`src/design/fcf_pkg.sv`:
```
// fcf_pkg: shared types and constants of the FIR convolution filter.
// Depends on nothing; used by fcf_mac, fcf_sat and fir_convolution_filter.
package fcf_pkg;

    localparam int SAMPLE_W  = 16;
    localparam int COEF_W    = 18;
    localparam int TAP_IDX_W = 7;
    localparam int TAP_CNT_W = 8;
    localparam int PROD_W    = SAMPLE_W + COEF_W;
    localparam int FRAC_BITS = 15;
    localparam int SAT_MAX   = 32767;
    localparam int SAT_MIN   = -32768;

    // action codes of an input beat
    localparam logic ACT_WRITE  = 1'b0;
    localparam logic ACT_FILTER = 1'b1;

    // result of the truncate / saturate stage
    typedef struct packed {
        logic signed [SAMPLE_W-1:0] value;
        logic                       clip;
    } t_sat_res;

endpackage

```
`src/design/fcf_sat.sv`:
```
// fcf_sat: shift right by the fraction width toward zero, saturate to int16.
// Depends on fcf_pkg for t_sat_res and the saturation limits.
module fcf_sat #(
    parameter int ACC_W = 41
) (
    input  logic signed [ACC_W-1:0] i_acc,
    output fcf_pkg::t_sat_res       o_res
);
    import fcf_pkg::*;

    localparam logic signed [ACC_W-1:0] L_MAX  = ACC_W'(SAT_MAX);
    localparam logic signed [ACC_W-1:0] L_MIN  = ACC_W'(SAT_MIN);
    localparam logic signed [ACC_W-1:0] L_BIAS = ACC_W'((2 ** FRAC_BITS) - 1);

    logic signed [ACC_W-1:0] w_adj;
    logic signed [ACC_W-1:0] w_shift;

    // bias negatives so the arithmetic shift truncates toward zero
    always_comb begin
        w_adj   = i_acc[ACC_W-1] ? (i_acc + L_BIAS) : i_acc;
        w_shift = w_adj >>> FRAC_BITS;
    end

    // clamp to the int16 range
    always_comb begin
        priority if (w_shift > L_MAX) begin
            o_res.value = SAMPLE_W'(SAT_MAX);
            o_res.clip  = 1'b1;
        end else if (w_shift < L_MIN) begin
            o_res.value = SAMPLE_W'(SAT_MIN);
            o_res.clip  = 1'b1;
        end else begin
            o_res.value = w_shift[SAMPLE_W-1:0];
            o_res.clip  = 1'b0;
        end
    end

endmodule

```
`config.mk`:
```
export PLATFORM = sky130hd
export DESIGN_NAME = fcf_sat
export DESIGN_NICKNAME = d
export VERILOG_FILES = /design/src/design/fcf_pkg.sv /design/src/design/fcf_sat.sv
export SDC_FILE = /design/constraint.sdc
export NUM_CORES = 1
export LEC_CHECK = 0
export BUFFER_PORTS_ARGS = -buffer_cell sky130_fd_sc_hd__buf_2
export CAP_MARGIN = 20
export CORE_AREA = 2 2 46 48
export DETAILED_ROUTE_END_ITERATION = 7
export DIE_AREA = 0 0 48 50
export GPL_ROUTABILITY_DRIVEN = 0
export PLACE_DENSITY = 0.95
export SLEW_MARGIN = 30
export SYNTH_ARGS = -nofsm -noshare
export SYNTH_HDL_FRONTEND = slang
export SYNTH_SLANG_ARGS = --single-unit
```
`constraint.sdc`:
```
create_clock -name vclk -period 3.2
set_input_delay 0.16 -clock vclk [all_inputs]
set_output_delay 0.16 -clock vclk [all_outputs]
set_load 0.02 [all_outputs]
```
==> qor.yml <==
cells_and_area:
  num_antenna_cells: 0
  multi_input_area_sq_um: 798
  layoutNonFillerInstCount: 191
  areaGrowthSynthToFinish_pct: 35.1
  drive_gt1_share_pct: 53.0
  final_net_count: 207
  design.seq.count: 0
  num-fill-cells: 168
  nClkBuffers: 0
  regArea_sq_um: 0
place:
  dp.cells: 191
  io_buffers: 58
  dp_hpwl_um: 2170
logic_synthesis:
  synth_top_family_by_area: "simple AND/OR/NAND/NOR gates"
  synthSimpleGateAreaFrac_pct: 43.3
  synth-adder-area-share_pct: 0
  synth.area.top_cells: "nor4_4 (9.9%), xor2_1 (9.2%), o21ai_2 (8.2%)"
  syn_inst: 109
  yosys_warnings: 0
  synth.area.mux_share_pct: 0
  synthXorXnorAreaFrac_pct: 18.3
  synth_top_cell_by_area: "nor4_4"
  synth_cell_types: 42
  syn_nets: 150
  ys_seq_area_share_pct: 0
  yosysTopAreaCellShare_pct: 9.94
  synth_area_sq_um: 856
  synth-compound-area-share_pct: 31.7
  avgSynthCellArea_sq_um: 7.85
sta:
  worst_slew_pin_slew_ps: 843
  min_period_ps: 2640
  hold_viol_final: 0
  setup_viol: 0
  slew_headroom_pct: 43.8
  slew_violations: 0
  setup_tns_ps: 0
  fin_crit_sh_pct: 82.6
  rsz0062_at_grt: "no"
  max_freq_mhz: 379
floorplanning:
  core_sq_um: 1900
  start_util_pct: 45.0
  die_h_um: 50
  ios: 58
  die-area_sq_um: 2400
  core.rowCount: 16
  die_w_um: 48
drt:
  ant_nets: 0
  drtPass1Iterations: 4
  drt_iter0_markers: 13
  vias: 1065
  wirelength_um: 2500
  viasPerCell: 5.58
  drc: 0
  post_drt_wl_per_cell_um: 13.1
clock_network:
  hold_buffers: 0
  post_cts_resized: 0
  cts_setup_buffers: 0
run:
  cap_violations: 0
power:
  p_per_area_nw_per_um2: 118
  ir_drop_v: 0.0000524
  p_leak_nw: 0.490
grt:
  grt_pass1_vias: 1006
  gr-total-overflow: 0
  grt_usage_pct: 20.3
  grt_pass1_wl_um: 3770
  grt_max_degree: 17
  grt_antenna_before_repair: 0
critical_path:
  end_kind: "output port"
  crit_arrival_ps: 2480
  worstPathMaxFanout: 15
  worst-setup-path-type: "in2out"
  worstSetupStartpointType: "primary input"
  critPathRequiredTime_ps: 3040
min_path:
  hold_class: "in2out"
status:
  status: "finished clean"
-- placed cells by master (no fill, tap or decap), types with 4 or more instances in the layout --
cell	n
nand3_1	6
nor4_4	4
xor2_1	9
xnor2_1	7
nand4_1	5
and3_1	5
nand2_1	11
nor3_1	6
inv_1	4
o21ai_2	8
nor2_1	5
buf_2	58
-- layout make-up --
class	instances	area share, %
inverter	5	1.62
tap	27	2.92
multi-input combinational	99	69.0
timing repair buffer	60	26.4
-- stage by stage --
stage / setup slack (ps) / hold slack, ps / power, mW / util [%] / instance area (sq um)
6_report: 558 / 751 / 0.136 / 60.8 / 1160
5_1_grt: 350 / 789 / 0.146 / 60.8 / 1160
4_1_cts: 534 / 751 / 0.136 / 60.8 / 1160
3_5_place_dp: 537 / 751 / 0.135 / 60.8 / 1160
3_3_place_gp: 647 / 742 / 0.131 / 60.8 / 1160
2_1_floorplan: 1030 / 510 / 0.0735 / - / 856
-- synth_stat cells --
library cell,n
o21ai_1,3
a21oi_2,1
clkbuf_1,1
o41ai_4,1
o21ai_0,2
a31oi_1,1
inv_1,4
xor2_2,1
o21ai_2,8
o21a_1,1
xnor2_1,7
a21oi_1,3
nor2_1,5
o41ai_2,1
o22ai_1,1
xor2_1,9
nor3_1,6
buf_4,1
a21bo_1,1
and3_1,5
a211oi_1,1
nand3_2,1
o31ai_2,3
buf_6,2
nor3_2,1
nand4_4,1
inv_2,1
and4_2,1
a41o_1,1
nand3b_1,1
nand4_2,1
a311oi_2,1
nand4_1,5
buf_2,1
nor4_1,1
nand3_1,6
nand2_1,11
and2_1,1
or3_1,1
a41oi_1,1
nor4_4,4
nor4_2,1
-- worst paths after layout --
| path | from | endpoint | cells past startpoint |
|---|---|---|---|
| hold / removal | i_acc[18] | o_res[4] | 4 |
| setup / recovery | i_acc[15] | o_res[1] | 9 |
-- critical path, stage by stage --
cell	delay (ps)
buf_2	120
nand4_1	240
nor4_4	310
and3_1	320
xor2_1	90
and3_1	200
a21oi_2	650
o21ai_0	190
buf_2	200
-- cells by family (layout without fill, tap and decap cells) --
kind of cell	after synthesis	in the layout
compound gates	30	30
simple gates	52	52
xor+xnor	17	17
buf+inv	10	65
-- power by group --
| group | total, mW | leakage [nW] | switching (mW) | internal (mW) |
|---|---|---|---|---|
| logic | 0.136 | 0.490 | 0.0821 | 0.0539 |
| clock network | 0 | 0 | 0 | 0 |
| registers | 0 | 0 | 0 | 0 |
| total | 0.136 | 0.490 | 0.0821 | 0.0539 |
-- routing by layer --
metal / global-route usage [%] / up-vias / part of all wire, %
li1: - / 530 / -
met1: 19.0 / 485 / 38
met2: 41.6 / 42 / 55
met3: 1.47 / 8 / 4.7
met4: 6.31 / 0 / 2.2
met5: 0 / - / 0
Note: power is estimated with default switching activity, not from simulation.
