===== src/design/fcf_pkg.sv =====
// fcf_pkg: shared types and constants of the FIR convolution filter.
// Depends on nothing; used by fcf_mac, fcf_sat and fir_convolution_filter.
package fcf_pkg;

    localparam int SAMPLE_W  = 16;
    localparam int COEF_W    = 18;
    localparam int TAP_IDX_W = 7;
    localparam int TAP_CNT_W = 8;
    localparam int PROD_W    = SAMPLE_W + COEF_W;
    localparam int FRAC_BITS = 15;
    localparam int SAT_MAX   = 32767;
    localparam int SAT_MIN   = -32768;

    // action codes of an input beat
    localparam logic ACT_WRITE  = 1'b0;
    localparam logic ACT_FILTER = 1'b1;

    // result of the truncate / saturate stage
    typedef struct packed {
        logic signed [SAMPLE_W-1:0] value;
        logic                       clip;
    } t_sat_res;

endpackage


===== src/design/fcf_mac.sv =====
// fcf_mac: shared multiply-accumulate unit, one tap product per cycle.
// Depends on fcf_pkg for sample and coefficient widths.
module fcf_mac #(
    parameter int ACC_W = 41
) (
    input  logic                                 i_clk,
    input  logic                                 i_rst_n,
    input  logic                                 i_clr,
    input  logic                                 i_vld,
    input  logic signed [fcf_pkg::SAMPLE_W-1:0]  i_sample,
    input  logic signed [fcf_pkg::COEF_W-1:0]    i_coef,
    output logic                                 o_prod_vld,
    output logic signed [ACC_W-1:0]              o_acc
);
    import fcf_pkg::*;

    logic signed [PROD_W-1:0] r_prod;
    logic                     r_prod_vld;
    logic signed [ACC_W-1:0]  r_acc;

    // product valid flag
    always_ff @(posedge i_clk) begin
        if (!i_rst_n) begin
            r_prod_vld <= 1'b0;
        end else begin
            r_prod_vld <= i_vld;
        end
    end

    // registered product, then accumulate
    always_ff @(posedge i_clk) begin
        if (i_vld) begin
            r_prod <= i_sample * i_coef;
        end
        if (i_clr) begin
            r_acc <= '0;
        end else if (r_prod_vld) begin
            r_acc <= r_acc + ACC_W'(r_prod);
        end
    end

    assign o_prod_vld = r_prod_vld;
    assign o_acc      = r_acc;

endmodule


===== config.mk =====
export PLATFORM = sky130hd
export DESIGN_NAME = fcf_mac
export DESIGN_NICKNAME = d
export VERILOG_FILES = /design/src/design/fcf_pkg.sv /design/src/design/fcf_mac.sv
export SDC_FILE = /design/constraint.sdc
export NUM_CORES = 1
export LEC_CHECK = 0
export BUFFER_PORTS_ARGS = -buffer_cell sky130_fd_sc_hd__buf_2
export CAP_MARGIN = 20
export CORE_MARGIN = 2
export CORE_UTILIZATION = 45
export CTS_CLUSTER_DIAMETER = 150
export CTS_CLUSTER_SIZE = 16
export DETAILED_ROUTE_END_ITERATION = 16
export GPL_TIMING_DRIVEN = 0
export PLACE_DENSITY = 0.61
export SLEW_MARGIN = 20
export SYNTH_ARGS = -nofsm -noshare
export SYNTH_HDL_FRONTEND = slang
export SYNTH_SLANG_ARGS = --single-unit

===== constraint.sdc =====
create_clock -name i_clk -period 14.65 [get_ports i_clk]
set_clock_uncertainty 0.1 [all_clocks]
set_input_delay 3.6625 -clock i_clk [delete_from_list [all_inputs] [get_ports i_clk]]
set_output_delay 3.6625 -clock i_clk [all_outputs]
set_load 0.01 [all_outputs]

==> out/qor.json <==
{
  "global_routing": {
    "global_route.usage.total_pct": 22.87,
    "grt_overflow_total": 0,
    "grt_max_degree": 36,
    "number_of_antenna_violations_at_the_first_check_in_global_routing": 0,
    "grt_pass1_vias": 12460,
    "global_route_wire_length_before_repair_um": 64450
  },
  "timing": {
    "final.setup.tns_ps": 0,
    "layout_min_cycle_time_ps": 10720,
    "final_max_slew_viol_count": 0,
    "grt_setup_unrepaired": "no",
    "setup_viol": 0,
    "timing.slew.headroom_pct": 48.17,
    "hold-worst-slack_ps": 387.5,
    "worst_slew_pin_slew_ps": 777.4,
    "max_freq_ghz": 0.09327,
    "layout_worst_path_cycle_share_pct": 73.18,
    "report.final.hold_viol_count": 0
  },
  "die": {
    "floorplan.rows": 67,
    "core_um2": 33700,
    "floorplan.die.width_um": 189.3,
    "io_pins": 80,
    "initial_utilization_pct": 45.84,
    "die-area_um2": 35830,
    "chipHeight_um": 189.3
  },
  "layout": {
    "layout_fillers": 3196,
    "flow.area_growth_from_synthesis_pct": 8.116,
    "share_of_cells_above_drive_strength_1_pct": 5.475,
    "antennaDiodeCount": 0,
    "num-nets-final": 2240,
    "area_of_the_multi_input_gates_um2": 12020,
    "area.sequential_um2": 1862
  },
  "worst_hold_path": {
    "hold_class": "reg -> reg"
  },
  "yosys": {
    "synth.cell_area_um2": 15450,
    "yosysSeqAreaShare_pct": 12.05,
    "syn_nets": 2157,
    "synth.largest_area_cell": "sky130_fd_sc_hd__fa_1",
    "number_of_synthesized_flops_with_an_enable_pin": 34,
    "ys_seq_elements": 76,
    "synth.avg_cell_area_um2": 9.077,
    "ys.warnings.count": 0,
    "synth_cell_types": 65,
    "synth.area.top_cells": "sky130_fd_sc_hd__fa_1 (38%), sky130_fd_sc_hd__ha_1 (10%), sky130_fd_sc_hd__inv_1 (8.8%), sky130_fd_sc_hd__edfxtp_1 (6.6%), sky130_fd_sc_hd__and2_1 (5.8%)",
    "yosysTopAreaCellShare_pct": 37.71,
    "synth_top_flop_cell": "sky130_fd_sc_hd__dfxtp_1",
    "synth.most_common_cell": "sky130_fd_sc_hd__inv_1",
    "netlist_instances": 1702,
    "asyncSetResetFlopFracSynth_pct": 0,
    "synth_commonest_cells": "sky130_fd_sc_hd__inv_1 (363), sky130_fd_sc_hd__fa_1 (291), sky130_fd_sc_hd__nand2_1 (177)"
  },
  "critical_path": {
    "max_stage_delay_ps": 590,
    "crit_path_end_kind": "flop",
    "cp.required_ps": 14620,
    "critPathKind": "in -> reg",
    "cp_max_fo": 10,
    "crit_path_frequent_cell": "sky130_fd_sc_hd__fa_1",
    "cp_data_arrival_time_ps": 10690,
    "startpoint_type": "input port",
    "sequence_of_cells_on_the_critical_path": "clkbuf_1, clkbuf_1, nand2_1, fa_1, inv_1, fa_1, fa_1, fa_1, fa_1, inv_1, fa_1, inv_1, ha_1, clkbuf_1, a21oi_1, o21bai_1, a21oi_1, o21a_1, a21boi_0, a311oi_1, o41ai_1, a21oi_1, xnor2_1",
    "crit_path_top_delay_cell": "sky130_fd_sc_hd__a21boi_0"
  },
  "job": {
    "timing.max_cap.violations": 0
  },
  "clocking": {
    "clock_insertion_delay_worst_skew_ps": 340,
    "post_cts_resized": 0,
    "path_clk_slew_ps": 60,
    "cts_tree": "done",
    "cts_num_sinks": 76,
    "cts_setup_buffers": 0,
    "htree_levels": 3,
    "ctsLongestPathBuffers": 2,
    "cts_buffers": 9,
    "cts_root_buffer": "sky130_fd_sc_hd__clkbuf_16",
    "hold_buffers": 0
  },
  "route": {
    "drtAntennaViolNets": 0,
    "drt-vias-per-instance": 5.206,
    "wire_per_inst_um": 17.45,
    "drcViolationCount": 0,
    "dr.first_iter.drc_count": 657,
    "routed_wirelength_um": 39060,
    "num_vias": 11650,
    "first_pass_iters": 6
  },
  "outcome": {
    "run_status": "finished clean"
  },
  "placement": {
    "place_congestion": 0.9293,
    "dp_hpwl_um": 33050,
    "port_buffers": 72
  }
}
flip-flops by register name (all words and copies together), names as in the netlist:
register / count
o_prod_vld: 1
o_acc: 41
r_prod: 34
layout by cell type (no fill, tap or decap), types with 11 or more instances in the layout:
master / count
sky130_fd_sc_hd__o21ai_0: 29
sky130_fd_sc_hd__mux2i_1: 20
sky130_fd_sc_hd__nor3_1: 12
sky130_fd_sc_hd__o21bai_1: 11
sky130_fd_sc_hd__a21o_1: 29
sky130_fd_sc_hd__inv_1: 363
sky130_fd_sc_hd__nand2_1: 177
sky130_fd_sc_hd__clkbuf_1: 56
sky130_fd_sc_hd__and2_1: 142
sky130_fd_sc_hd__ha_1: 126
sky130_fd_sc_hd__dfxtp_1: 42
sky130_fd_sc_hd__nand3_1: 18
sky130_fd_sc_hd__buf_2: 72
sky130_fd_sc_hd__a21oi_1: 65
sky130_fd_sc_hd__xor2_1: 11
sky130_fd_sc_hd__nand2b_1: 19
sky130_fd_sc_hd__edfxtp_1: 34
sky130_fd_sc_hd__xnor2_1: 51
sky130_fd_sc_hd__nor2_1: 86
sky130_fd_sc_hd__fa_1: 291
sky130_fd_sc_hd__a211oi_1: 11
cell families after synthesis:
logic type	synth area share, %
simple gates	15.75
buf+inv	10.16
fa+ha+maj	47.91
compound gates	9.168
flops	12.05
xor+xnor	3.515
mux	1.442
worst max-delay path: cells and delay by family:
family | cells | cell delay (ps)
compound gates | 8 | 1900
xor+xnor | 1 | 130
fa+ha+maj | 7 | 3360
buf+inv | 6 | 1460
simple gates | 1 | 170
metal layers:
metal  share of wire (%)  GRT usage [%]  vias to the layer above
met3                 7.1          4.004                       59
met2                  44          36.63                      396
met4                 2.2          6.112                        0
li1                    -              -                     5440
met5                   0              0                        -
met1                  47          32.10                     5756
worst paths after layout:
check | from | endpoint | slack, ps | cells past startpoint
max | i_sample[7] | r_prod[33]$_DFFE_PP_ | 3930 | 23
min | o_acc[35]$_SDFFE_PP0P_ | o_acc[35]$_SDFFE_PP0P_ | 390 | 2
max reg2reg | r_prod[0]$_DFFE_PP_ | o_acc[40]$_SDFFE_PP0P_ | 11180 | 12
min reg2reg | o_acc[35]$_SDFFE_PP0P_ | o_acc[35]$_SDFFE_PP0P_ | 390 | 2
through the flow:
stage	cell area (um^2)	worst slack [ps]	utilization, %	instances
after floorplan	15450	4948	-	1702
final	16700	3929	49.56	2238
after global routing	16700	3503	49.56	2238
after detailed placement	16370	3607	48.57	2222
after CTS	16700	3953	49.56	2238
after global placement	16370	3646	48.57	2222
cell type report:
class | count | area share (%)
sequential | 76 | 11.15
clock buffer | 11 | 1.393
tap | 448 | 3.356
clock inverter | 5 | 0.5993
multi-input combinational | 1208 | 71.95
timing repair buffer | 72 | 2.157
inverter | 363 | 8.158
buffer | 55 | 1.236
Power is left out: the tool's default activity adds up to more than one toggle a clock period on the data nets, which glitch-free logic cannot reach.
